$ cat config.mk
export PLATFORM = sky130hd
export DESIGN_NAME = rgb_to_hsl_converter
export DESIGN_NICKNAME = d
export VERILOG_FILES = /design/src/rtl/rgbhsl_pkg.sv /design/src/rtl/rgb_to_hsl_converter.sv /design/src/rtl/rgbhsl_div.sv
export SDC_FILE = /design/constraint.sdc
export NUM_CORES = 2
export LEC_CHECK = 0
export ABC_AREA = 1
export BUFFER_PORTS_ARGS = -buffer_cell sky130_fd_sc_hd__buf_2
export CORE_MARGIN = 5
export CORE_UTILIZATION = 30
export CTS_CLUSTER_DIAMETER = 200
export DETAILED_ROUTE_END_ITERATION = 7
export GPL_TIMING_DRIVEN = 0
export SLEW_MARGIN = 20
export SYNTH_ARGS = -nofsm -noshare
export SYNTH_HDL_FRONTEND = slang
export SYNTH_SLANG_ARGS = --single-unit
$ cat constraint.sdc
create_clock -name clk -period 9.53 [get_ports clk]
set_input_delay 1.4295 -clock clk [delete_from_list [all_inputs] [get_ports clk]]
set_output_delay 1.4295 -clock clk [all_outputs]
set_load 0.01 [all_outputs]
$ cat src/rtl/rgbhsl_pkg.sv
// Shared types and constants for the RGB to HSL converter.
package rgbhsl_pkg;

    // Field widths fixed by the pixel and result formats.
    localparam int CHAN_W  = 8;
    localparam int HUE_W   = 15;
    localparam int SAT_W   = 16;
    localparam int LIGHT_W = 16;

    // Hue constants in units of 1/64 degree.
    localparam int unsigned HUE_SECTOR_SCALE = 3840;   // 60 degrees
    localparam int unsigned HUE_GREEN_OFFSET = 7680;   // 120 degrees
    localparam int unsigned HUE_BLUE_OFFSET  = 15360;  // 240 degrees
    localparam int unsigned HUE_FULL_CIRCLE  = 23040;  // 360 degrees

    // Divider geometry: numerators fit in 24 bits, divisors in 9 bits,
    // and every quotient fits in 16 bits.
    localparam int DIV_NUM_W     = 24;
    localparam int DIV_DEN_W     = 9;
    localparam int DIV_QUO_W     = 16;
    localparam int DIV_STEP_BITS = 2;

    typedef struct packed {
        logic [CHAN_W-1:0] red;
        logic [CHAN_W-1:0] green;
        logic [CHAN_W-1:0] blue;
    } pixel_t;

    typedef struct packed {
        logic [HUE_W-1:0]   hue;
        logic [SAT_W-1:0]   saturation;
        logic [LIGHT_W-1:0] lightness;
    } hsl_t;

    typedef enum logic [1:0] {
        SECT_RED   = 2'd0,
        SECT_GREEN = 2'd1,
        SECT_BLUE  = 2'd2
    } sector_t;

    // Data that rides along with the hue division.
    typedef struct packed {
        logic               grey;
        logic               neg;
        sector_t            sector;
        logic [LIGHT_W-1:0] lightness;
    } hue_side_t;

endpackage

$ cat src/rtl/rgb_to_hsl_converter.sv
// Top level of the pipelined RGB to HSL pixel converter.
//
//   channel   ports              direction  beat taken when
//   pixel     start, pixel       in         start && !busy
//   result    done, result       out        done (one cycle, no back-pressure)
//
// One pixel may enter on every clock; busy is always low because nothing in the
// pipe can stall. A pixel taken at an edge passes through the stage A and
// stage B registers, the divider stages and the output register before its
// result is driven onto the result ports, and the receiver takes it at the
// edge that ends the cycle in which done is high. The latency is set by the
// two parallel pipelined dividers, which retire DIV_STEP_BITS quotient bits in
// each stage. Reset clears only the valid bits that travel with each beat;
// data registers are not reset.
module rgb_to_hsl_converter
    import rgbhsl_pkg::*;
#(
    parameter int DIV_STEP_BITS_P = DIV_STEP_BITS
)
(
    input  logic   clk,
    input  logic   rst_n,
    input  logic   start,
    output logic   busy,
    input  pixel_t pixel,
    output logic   done,
    output hsl_t   result
);

    localparam int DIV_STAGES = (DIV_QUO_W + DIV_STEP_BITS_P - 1) / DIV_STEP_BITS_P;
    localparam int SIDE_W     = $bits(hue_side_t);

    // The pipe never stalls, so a new beat is always welcome.
    assign busy = 1'b0;

    // ---------------------------------------------------------------------
    // Stage A: find the largest and smallest channel, the hue sector, and the
    // signed difference of the two other channels as sign and magnitude.
    // Ties go to red first, then green.
    // ---------------------------------------------------------------------
    logic              a_valid_reg;
    logic [CHAN_W-1:0] a_max_reg, a_max_next;
    logic [CHAN_W-1:0] a_min_reg, a_min_next;
    sector_t           a_sector_reg, a_sector_next;
    logic              a_neg_reg, a_neg_next;
    logic [CHAN_W-1:0] a_mag_reg, a_mag_next;

    always_comb
    begin
        logic [CHAN_W:0] diff;
        logic [CHAN_W:0] pos_op;
        logic [CHAN_W:0] neg_op;
        if (pixel.red >= pixel.green && pixel.red >= pixel.blue)
        begin
            a_sector_next = SECT_RED;
            a_max_next    = pixel.red;
            pos_op        = {1'b0, pixel.green};
            neg_op        = {1'b0, pixel.blue};
        end
        else if (pixel.green >= pixel.blue)
        begin
            a_sector_next = SECT_GREEN;
            a_max_next    = pixel.green;
            pos_op        = {1'b0, pixel.blue};
            neg_op        = {1'b0, pixel.red};
        end
        else
        begin
            a_sector_next = SECT_BLUE;
            a_max_next    = pixel.blue;
            pos_op        = {1'b0, pixel.red};
            neg_op        = {1'b0, pixel.green};
        end

        if (pixel.red <= pixel.green && pixel.red <= pixel.blue)
        begin
            a_min_next = pixel.red;
        end
        else if (pixel.green <= pixel.blue)
        begin
            a_min_next = pixel.green;
        end
        else
        begin
            a_min_next = pixel.blue;
        end

        diff       = pos_op - neg_op;
        a_neg_next = diff[CHAN_W];
        a_mag_next = a_neg_next ? CHAN_W'(neg_op - pos_op) : diff[CHAN_W-1:0];
    end

    // ---------------------------------------------------------------------
    // Stage B: chroma d, sum t, lightness, and the operands of both divisions.
    // Lightness is t * 65535 / 510, which is exactly t * 257 / 2.
    // Saturation divides d * 65535 by t, or by 510 - t in the upper half.
    // Hue divides 3840 * |difference| by d; the sign is applied afterward,
    // which matches a quotient truncated toward zero.
    // ---------------------------------------------------------------------
    logic                 b_valid_reg;
    logic [DIV_NUM_W-1:0] b_sat_num_reg, b_sat_num_next;
    logic [DIV_DEN_W-1:0] b_sat_den_reg, b_sat_den_next;
    logic [DIV_NUM_W-1:0] b_hue_num_reg, b_hue_num_next;
    logic [DIV_DEN_W-1:0] b_hue_den_reg, b_hue_den_next;
    hue_side_t            b_side_reg, b_side_next;

    always_comb
    begin
        logic [CHAN_W-1:0]  chroma;
        logic [CHAN_W:0]    sum;
        logic [LIGHT_W:0]   light_x2;
        chroma   = a_max_reg - a_min_reg;
        sum      = {1'b0, a_max_reg} + {1'b0, a_min_reg};
        light_x2 = {sum, 8'b0} + (LIGHT_W + 1)'(sum);

        b_sat_num_next = {chroma, 16'b0} - DIV_NUM_W'(chroma);
        b_sat_den_next = (sum < (CHAN_W + 1)'(255)) ? DIV_DEN_W'(sum)
                                                   : DIV_DEN_W'(10'd510 - {1'b0, sum});
        b_hue_num_next = DIV_NUM_W'({a_mag_reg, 12'b0}) - DIV_NUM_W'({a_mag_reg, 8'b0});
        b_hue_den_next = DIV_DEN_W'(chroma);

        b_side_next.grey      = (chroma == '0);
        b_side_next.neg       = a_neg_reg;
        b_side_next.sector    = a_sector_reg;
        b_side_next.lightness = light_x2[LIGHT_W:1];
    end

    always_ff @(posedge clk or negedge rst_n)
    begin
        if (!rst_n)
        begin
            a_valid_reg <= 1'b0;
            b_valid_reg <= 1'b0;
        end
        else
        begin
            a_valid_reg <= start && !busy;
            b_valid_reg <= a_valid_reg;
        end
    end

    always_ff @(posedge clk)
    begin
        a_max_reg     <= a_max_next;
        a_min_reg     <= a_min_next;
        a_sector_reg  <= a_sector_next;
        a_neg_reg     <= a_neg_next;
        a_mag_reg     <= a_mag_next;
        b_sat_num_reg <= b_sat_num_next;
        b_sat_den_reg <= b_sat_den_next;
        b_hue_num_reg <= b_hue_num_next;
        b_hue_den_reg <= b_hue_den_next;
        b_side_reg    <= b_side_next;
    end

    // ---------------------------------------------------------------------
    // The two divisions run side by side with equal latency. The hue divider
    // carries the sector, sign, grey flag and lightness along; the saturation
    // divider carries only the grey flag, which zeroes its quotient.
    // ---------------------------------------------------------------------
    logic                 hue_div_valid;
    logic [DIV_QUO_W-1:0] hue_quo;
    logic [SIDE_W-1:0]    hue_side_bits;
    hue_side_t            hue_side;
    logic                 sat_div_valid;
    logic [DIV_QUO_W-1:0] sat_quo;
    logic                 sat_grey;

    rgbhsl_div #(
        .NUM_W     (DIV_NUM_W),
        .DEN_W     (DIV_DEN_W),
        .QUO_W     (DIV_QUO_W),
        .STEP_BITS (DIV_STEP_BITS_P),
        .SIDE_W    (SIDE_W)
    ) u_hue_div (
        .clk       (clk),
        .rst_n     (rst_n),
        .in_valid  (b_valid_reg),
        .num       (b_hue_num_reg),
        .den       (b_hue_den_reg),
        .side_in   (b_side_reg),
        .out_valid (hue_div_valid),
        .quo       (hue_quo),
        .side_out  (hue_side_bits)
    );

    rgbhsl_div #(
        .NUM_W     (DIV_NUM_W),
        .DEN_W     (DIV_DEN_W),
        .QUO_W     (DIV_QUO_W),
        .STEP_BITS (DIV_STEP_BITS_P),
        .SIDE_W    (1)
    ) u_sat_div (
        .clk       (clk),
        .rst_n     (rst_n),
        .in_valid  (b_valid_reg),
        .num       (b_sat_num_reg),
        .den       (b_sat_den_reg),
        .side_in   (b_side_reg.grey),
        .out_valid (sat_div_valid),
        .quo       (sat_quo),
        .side_out  (sat_grey)
    );

    assign hue_side = hue_side_t'(hue_side_bits);

    // ---------------------------------------------------------------------
    // Output stage: place the hue quotient in its sector. A negative hue can
    // only arise in the red sector, where it wraps to a full circle minus the
    // quotient. Grey pixels report zero hue and saturation.
    // ---------------------------------------------------------------------
    logic done_reg;
    hsl_t result_reg, result_next;

    always_comb
    begin
        logic [HUE_W-1:0] offset;
        logic [HUE_W-1:0] mag;
        mag = hue_quo[HUE_W-1:0];
        case (hue_side.sector)
            SECT_RED:   offset = hue_side.neg ? HUE_W'(HUE_FULL_CIRCLE) : '0;
            SECT_GREEN: offset = HUE_W'(HUE_GREEN_OFFSET);
            SECT_BLUE:  offset = HUE_W'(HUE_BLUE_OFFSET);
            default:    offset = '0;
        endcase

        result_next.hue        = hue_side.neg ? offset - mag : offset + mag;
        result_next.saturation = sat_quo;
        result_next.lightness  = hue_side.lightness;
        if (hue_side.grey)
        begin
            result_next.hue = '0;
        end
        if (sat_grey)
        begin
            result_next.saturation = '0;
        end
    end

    always_ff @(posedge clk or negedge rst_n)
    begin
        if (!rst_n)
        begin
            done_reg <= 1'b0;
        end
        else
        begin
            done_reg <= hue_div_valid;
        end
    end

    always_ff @(posedge clk)
    begin
        result_reg <= result_next;
    end

    assign done   = done_reg;
    assign result = result_reg;

    // ---------------------------------------------------------------------
    // Checks.
    // ---------------------------------------------------------------------

    // Both dividers must stay in lockstep, or hue and saturation would pair
    // up with different pixels.
    a_div_lockstep: assert property (@(posedge clk) disable iff (!rst_n)
        hue_div_valid == sat_div_valid)
        else $error("hue and saturation dividers out of step");

    // Hue always lands inside one full circle.
    a_hue_range: assert property (@(posedge clk) disable iff (!rst_n)
        done |-> (result.hue < HUE_W'(HUE_FULL_CIRCLE)))
        else $error("hue outside one circle");

    // Zero saturation only comes from a grey pixel, which has zero hue.
    a_grey_hue: assert property (@(posedge clk) disable iff (!rst_n)
        (done && result.saturation == '0) |-> (result.hue == '0))
        else $error("zero saturation with nonzero hue");

    // Every result traces back to a beat that left stage B at the fixed latency.
    a_latency: assert property (@(posedge clk) disable iff (!rst_n)
        done |-> $past(b_valid_reg, DIV_STAGES + 1))
        else $error("result without a matching input beat");

endmodule

$ cat src/rtl/rgbhsl_div.sv
// Pipelined restoring divider that retires STEP_BITS quotient bits per stage.
module rgbhsl_div
    import rgbhsl_pkg::*;
#(
    parameter int NUM_W     = DIV_NUM_W,
    parameter int DEN_W     = DIV_DEN_W,
    parameter int QUO_W     = DIV_QUO_W,
    parameter int STEP_BITS = DIV_STEP_BITS,
    parameter int SIDE_W    = 1
)
(
    input  logic              clk,
    input  logic              rst_n,
    input  logic              in_valid,
    input  logic [NUM_W-1:0]  num,
    input  logic [DEN_W-1:0]  den,
    input  logic [SIDE_W-1:0] side_in,
    output logic              out_valid,
    output logic [QUO_W-1:0]  quo,
    output logic [SIDE_W-1:0] side_out
);

    localparam int STAGES = (QUO_W + STEP_BITS - 1) / STEP_BITS;
    localparam int REM_W  = (NUM_W > DEN_W + QUO_W) ? NUM_W : DEN_W + QUO_W;

    // The quotient must fit in QUO_W bits, so the numerator is below den << QUO_W.
    logic [STAGES-1:0] valid_reg;
    logic [REM_W-1:0]  rem_reg  [STAGES];
    logic [DEN_W-1:0]  den_reg  [STAGES];
    logic [QUO_W-1:0]  quo_reg  [STAGES];
    logic [SIDE_W-1:0] side_reg [STAGES];

    for (genvar s = 0; s < STAGES; s++) begin : g_stage
        logic              valid_in;
        logic [REM_W-1:0]  rem_in;
        logic [DEN_W-1:0]  den_in;
        logic [QUO_W-1:0]  quo_in;
        logic [SIDE_W-1:0] side_s;
        logic [REM_W-1:0]  rem_next;
        logic [QUO_W-1:0]  quo_next;

        if (s == 0) begin : g_first
            assign valid_in = in_valid;
            assign rem_in   = REM_W'(num);
            assign den_in   = den;
            assign quo_in   = '0;
            assign side_s   = side_in;
        end
        else begin : g_rest
            assign valid_in = valid_reg[s-1];
            assign rem_in   = rem_reg[s-1];
            assign den_in   = den_reg[s-1];
            assign quo_in   = quo_reg[s-1];
            assign side_s   = side_reg[s-1];
        end

        always_comb
        begin
            logic [REM_W-1:0] rem_v;
            logic [REM_W-1:0] trial;
            logic [QUO_W-1:0] quo_v;
            int               idx;
            rem_v = rem_in;
            quo_v = quo_in;
            for (int j = 0; j < STEP_BITS; j++)
            begin
                idx   = QUO_W - 1 - (s * STEP_BITS + j);
                trial = '0;
                if (idx >= 0)
                begin
                    trial = REM_W'(den_in) << idx;
                    if (rem_v >= trial)
                    begin
                        rem_v = rem_v - trial;
                        quo_v = quo_v | (QUO_W'(1) << idx);
                    end
                end
            end
            rem_next = rem_v;
            quo_next = quo_v;
        end

        always_ff @(posedge clk or negedge rst_n)
        begin
            if (!rst_n)
            begin
                valid_reg[s] <= 1'b0;
            end
            else
            begin
                valid_reg[s] <= valid_in;
            end
        end

        always_ff @(posedge clk)
        begin
            rem_reg[s]  <= rem_next;
            den_reg[s]  <= den_in;
            quo_reg[s]  <= quo_next;
            side_reg[s] <= side_s;
        end
    end

    assign out_valid = valid_reg[STAGES-1];
    assign quo       = quo_reg[STAGES-1];
    assign side_out  = side_reg[STAGES-1];

endmodule

== After elaboration in Yosys (flattened, before gate mapping) ==
Memories as Yosys holds them, arrays and structs flattened. A register that Yosys moved wholly into a read port is not among the register bits.
Index checks and enable logic that the tools add are counted.
Widths: inputs -> output; s select.

* Register bits: 151
* Memory bits (writable): 968
* Bits of input ports: 27
* Output and inout bits: 49
* Word-level logic and storage cells: 199
* Memories: 8

* Add/subtract/negate cells: 42
* Magnitude comparators: 39
* Equal/unequal tests: 2
* Mux-type cells: 78
* Reduce and logical (&&, ||, !) cells: 4

{| class="wikitable"
|+ Memories
! name !! depth !! width !! read ports !! clocked after memory_dff !! write ports !! RTL line !! text
|-
| u_hue_div.rem_reg || 8 || 25 || 7 || 0 || 8 || rgbhsl_div.sv:28 || <nowiki>logic [REM_W-1:0] rem_reg [STAGES];</nowiki>
|-
| u_sat_div.rem_reg || 8 || 25 || 7 || 0 || 8 || rgbhsl_div.sv:28 ||
|-
| u_hue_div.side_reg || 8 || 20 || 8 || 0 || 8 || rgbhsl_div.sv:31 || <nowiki>logic [SIDE_W-1:0] side_reg [STAGES];</nowiki>
|-
| u_hue_div.quo_reg || 8 || 16 || 8 || 0 || 8 || rgbhsl_div.sv:30 || <nowiki>logic [QUO_W-1:0] quo_reg [STAGES];</nowiki>
|-
| u_sat_div.quo_reg || 8 || 16 || 8 || 1 || 8 || rgbhsl_div.sv:30 ||
|-
| u_hue_div.den_reg || 8 || 9 || 7 || 0 || 8 || rgbhsl_div.sv:29 || <nowiki>logic [DEN_W-1:0] den_reg [STAGES];</nowiki>
|-
| 2 more memories || -- || -- || -- || -- || -- || -- ||
|}

{| class="wikitable"
|+ Operators by type and width
! kind !! count
|-
| $mux 25 || 32
|-
| $mux 8 || 11
|-
| $ge 25x22->1 || 3
|-
| $sub 25x22->25 || 3
|-
| $mux 15 || 4
|-
| $ge 25x10->1 || 2
|-
| $ge 25x11->1 || 2
|-
| $ge 25x12->1 || 2
|-
| $ge 25x13->1 || 2
|-
| $ge 25x14->1 || 2
|-
| $ge 25x15->1 || 2
|-
| $ge 25x16->1 || 2
|-
| $ge 25x17->1 || 2
|-
| $ge 25x18->1 || 2
|-
| $ge 25x19->1 || 2
|-
| $ge 25x20->1 || 2
|-
| $ge 25x21->1 || 2
|-
| $ge 25x9->1 || 2
|-
| $sub 25x10->25 || 2
|-
| $sub 25x11->25 || 2
|-
| $sub 25x12->25 || 2
|-
| $sub 25x13->25 || 2
|-
| $sub 25x14->25 || 2
|-
| $sub 25x15->25 || 2
|-
| other kinds (45) || 74
|}

== Depth between registers and ports, before layout ==
* Depth after elaboration: 5
* Mapped depth: 31
* Depth with buffers taken out: 29

== Cells and area by module ==
A second synthesis with hierarchy kept.

* Cells, all modules: 7,084
* Area, all modules: 51,182.8 um^2

{| class="wikitable"
|+ By module, submodules not included
! module !! instances !! cells each !! area an instance (um^2) !! seq. area each (um^2)
|-
| rgbhsl_div at u_hue_div || 1 || 3,073 || 23,047.1 || 9,609.2
|-
| rgbhsl_div at u_sat_div || 1 || 2,989 || 20,342.0 || 6,566.3
|-
| rgb_to_hsl_converter || 1 || 1,022 || 7,793.7 || 2,977.9
|}

== Worst setup path before layout ==
No wires, ideal clock.

* Path type: input port to flip-flop
* From: input pixel[5] (netlist bit)
* To: register a_mag_reg[3]
* Library setup time: 0.125 ns
* Arrival time: 4.828 ns
* Data required time: 9.405 ns
* Slack: 4.577 ns
* Cell stages on the path: 24
* Buffers on the path: 2
* Cell sequence: inv_1 ha_1 a21oi_1 nor2_1 a211oi_1 nand3_1 clkbuf_1 nand2_1 o21ai_0 nand2_1 o21a_1 inv_1 ha_1 clkbuf_1 nand2_1 nand2_1 a21oi_1 o21ai_1 a21oi_1 o21bai_1 inv_1 nand2_1 o21ai_1 xnor2_1

* Cells in the longest elaborated chain, start to end: 5
* Elaborated cells on any way between the ends: 10
* Classes of those cells: add/sub (2); order compare (2); mux (5); reduce/logical (1)

{| class="wikitable"
|+ RTL lines
! item !! RTL line !! text
|-
| start, declared || rgb_to_hsl_converter.sv:25 || <nowiki>input pixel_t pixel,</nowiki>
|-
| $ge 8x8->1 (on tied branches) || rgb_to_hsl_converter.sv:60, rgb_to_hsl_converter.sv:53 ||
|-
| $mux 8 / $logic_and 1x1->1 (equally long branches) || rgb_to_hsl_converter.sv:60, rgb_to_hsl_converter.sv:53 ||
|-
| $mux 8 || rgb_to_hsl_converter.sv:53 || <nowiki>if (pixel.red >= pixel.green && pixel.red >= pixel.blue)</nowiki>
|-
| $sub 9x9->9 * || rgb_to_hsl_converter.sv:88 || <nowiki>diff = pos_op - neg_op;</nowiki>
|-
| net a_neg_next || rgb_to_hsl_converter.sv:45 || <nowiki>logic a_neg_reg, a_neg_next;</nowiki>
|-
| $mux 8 * || rgb_to_hsl_converter.sv:90 || <nowiki>a_mag_next = a_neg_next ? CHAN_W'(neg_op - pos_op) : diff[CHAN_W-1:0];</nowiki>
|-
| net a_mag_next[3] || rgb_to_hsl_converter.sv:46 || <nowiki>logic [CHAN_W-1:0] a_mag_reg, a_mag_next;</nowiki>
|-
| end signal, assigned || rgb_to_hsl_converter.sv:148 || <nowiki>a_mag_reg <= a_mag_next;</nowiki>
|-
| end, declared || rgb_to_hsl_converter.sv:46 ||
|}

Mark *: on every way through the listed nets, which the timed path passes. The rest lies on a longest branch.
A chain may end at the register's enable or synchronous reset.

==> flow_metrics.env <==
export IMPL_outcome="complete, no violations"
export IMPL_fin_worst_skew_ns=0.06274
export IMPL_pre_cts_ws_ns=3.615
export IMPL_multi_input_area_sq_um=26300
export IMPL_drc=0
export IMPL_routabilityCongestion=0.8940
export IMPL_dpl_instance_area_sq_um=50770
export IMPL_dp_hpwl_um=97170
export IMPL_synth_cells=6666
export IMPL_slew_headroom_pct=43.18
export IMPL_grt_usage_pct=13.90
export IMPL_syn_nets=7067
export IMPL_critical_path_arrival_ns=5.85
export IMPL_drt_iter0_drc=2177
export IMPL_crit_path_end_kind="register"
export IMPL_design_area_sq_um=53990
export IMPL_synthTopCellsByArea="dfxtp_1 36%, nand2_1 14%, ha_1 9.0%"
export IMPL_finalCritPeriodShare_pct=55.28
export IMPL_period_needed_ns=5.268
export IMPL_max_cap_viol_count=0
export IMPL_synthDistinctLibCells=71
export IMPL_drive_above_1_share_pct=7.442
export IMPL_worst_pin_slew_ns=0.8501
export IMPL_postCtsSetupRepairBufs=0
export IMPL_grt_pass1_vias=40014
export IMPL_die_height_um=409.1
export IMPL_firstDrtPassIters=5
export IMPL_h_tree_depth=3
export IMPL_yosysTopAreaCell="dfxtp_1"
export IMPL_num_rows=146
export IMPL_setup_viol=0
export IMPL_ys_warn_count=0
export IMPL_critPathRequiredTime_ns=10.11
export IMPL_crit_type="reg2reg"
export IMPL_slowest_stage="dfxtp_1"
export IMPL_synth_top_area_share_pct=35.66
export IMPL_portBuffers=74
export IMPL_hold_buffers=0
export IMPL_clk_pin_slew_ns=0.06
export IMPL_grt_setup_unrepaired="false"
export IMPL_dieWidth_um=409.1
export IMPL_drt_total_wl_um=118000
export IMPL_cts_resized=0
export IMPL_antenna_found_initial=3
export IMPL_path_common_cell="nand2_1"
export IMPL_core_area_sq_um=158400
export IMPL_largest_reg_flops=169
export IMPL_crit_fanout=10
export IMPL_synth_common_cells="1826 x nand2_1, 944 x inv_1, 851 x dfxtp_1, 609 x nor2_1, 477 x nand3_1"
export IMPL_grt_max_degree=17
export IMPL_yosysSeqAreaShare_pct=36.23
export IMPL_report_final_slew_viol_count=0
export IMPL_viasPerCell=4.543
export IMPL_worstSkewPairLatency_ns=0.69
export IMPL_synth_seq_cells=862
export IMPL_tritoncts="yes"
export IMPL_cts_buffers=90
export IMPL_n_fill_cell=16832
export IMPL_postLayoutSetupSlackWorst_ns=4.262
export IMPL_wl_per_cell_um=13.14
export IMPL_cts_sinks=862
export IMPL_ioPinCount=76
export IMPL_cts_root_buf="clkbuf_16"
export IMPL_hp_class="reg2reg"
export IMPL_vias=40802
export IMPL_synth_enable_flop_cells=0
export IMPL_synthArstFlopShare_pct=1.276
export IMPL_seq_area_sq_um=17310
export IMPL_grt_pass1_wl_um=196600
export IMPL_start_util_pct=30.17
export IMPL_syn_to_final_growth_pct=13.00
export IMPL_syn_area_sq_um=47780
export IMPL_fin_tns_setup_ns=0
export IMPL_yosysMostFrequentCell="nand2_1"
export IMPL_globalRouteOverflowTotal=0
export IMPL_antenna_left=0
export IMPL_post_route_util_pct=34.09
export IMPL_nets=7234
export IMPL_hold_violations=0
export IMPL_cts_max_path_buffers=3
export IMPL_fmax_ghz=0.1898
export IMPL_synth_avg_cell_area_sq_um=7.167
export IMPL_cp_start_kind="register"
export IMPL_synthFlopType="dfxtp_1"
export IMPL_slowest_delay_ns=0.59
export IMPL_dieArea_sq_um=167300
## layer usage
| metal | vias up | routed length, um | global-route usage [%] |
|---|---|---|---|
| li1 | 21654 | - | - |
| met4 | 0 | 3536 | 4.302 |
| met3 | 219 | 3953 | 1.888 |
| met1 | 18200 | 55630 | 17.92 |
| met2 | 729 | 54880 | 24.07 |
| met5 | - | 0 | 0 |
## path summary, 6_finish.rpt
path                                                   from                                      end  slack [ns]  cells after the start
min in group asynchronous                             rst_n                    b_valid_reg$_DFF_PN0_        0.59                      1
max in group asynchronous                             rst_n  u_hue_div.g_stage[6].valid_in$_DFF_PN0_        8.70                      1
hold reg to reg            u_hue_div.quo_reg[0][42]$_DFF_P_         u_hue_div.quo_reg[0][58]$_DFF_P_        0.31                      0
setup reg to reg            u_sat_div.rem_reg[1][0]$_DFF_P_         u_sat_div.rem_reg[1][36]$_DFF_P_        4.26                     28
hold / removal             u_hue_div.quo_reg[0][42]$_DFF_P_         u_hue_div.quo_reg[0][58]$_DFF_P_        0.31                      0
setup / recovery            u_sat_div.rem_reg[1][0]$_DFF_P_         u_sat_div.rem_reg[1][36]$_DFF_P_        4.26                     28
## logic make-up after synthesis
kind of cell	count (synthesis)	synth area share (%)
simple gates	3383	31.09
buf+inv	1053	8.729
flops	862	36.23
compound gates	702	8.296
fa+ha+maj	374	10.28
xor+xnor	288	5.295
mux	3	0.06547
other cells	1	0.007849
## metrics by stage
stage	instances	hold WS [ns]
floorplan	6666	0.3096
global route	8979	0.3209
CTS	8979	0.3214
finish	8981	0.3133
detailed placement	8813	0.3121
global placement	8812	0.3095
## worst max-delay path, delay by kind of cell (launching register included)
family	cells	cell delay, ns
buf+inv	5	0.97
simple gates	17	1.82
flops	1	0.59
fa+ha+maj	3	1.05
compound gates	3	0.73
## cell type report
class	instances	share of cell area, %
Clock buffer	123	4.756
Inverter	977	6.797
Tap cell	2072	4.802
Antenna cell	2	0.009270
Buffer	76	0.9293
Clock inverter	43	1.196
Sequential cell	862	32.07
Timing Repair Buffer	75	0.7370
Multi-Input combinational cell	4751	48.71
## cells in the final DEF (no fill, tap or decap), drive strengths merged, types with 6 or more instances in the layout
cell type,Yosys,final
bufinv,0,9
inv,974,980
a211oi,7,7
buf,42,117
dfrtp,11,11
dfxtp,851,851
nor2,670,670
xnor2,114,114
nand2,1884,1884
nand3b,26,26
fa,31,31
o21bai,22,22
clkbuf,34,157
and2,8,8
ha,343,343
xor2,174,174
clkinvlp,0,7
a21oi,293,293
clkinv,3,24
o21ai,277,277
nor3,73,73
o21a,23,23
a21o,13,13
o211ai,30,30
nand3,516,516
or2,26,26
o31ai,6,6
a31oi,9,9
nor4,22,22
nand4,150,150
Power is left out: the tool's default activity adds up to more than one toggle a clock period on the data nets, which glitch-free logic cannot reach.
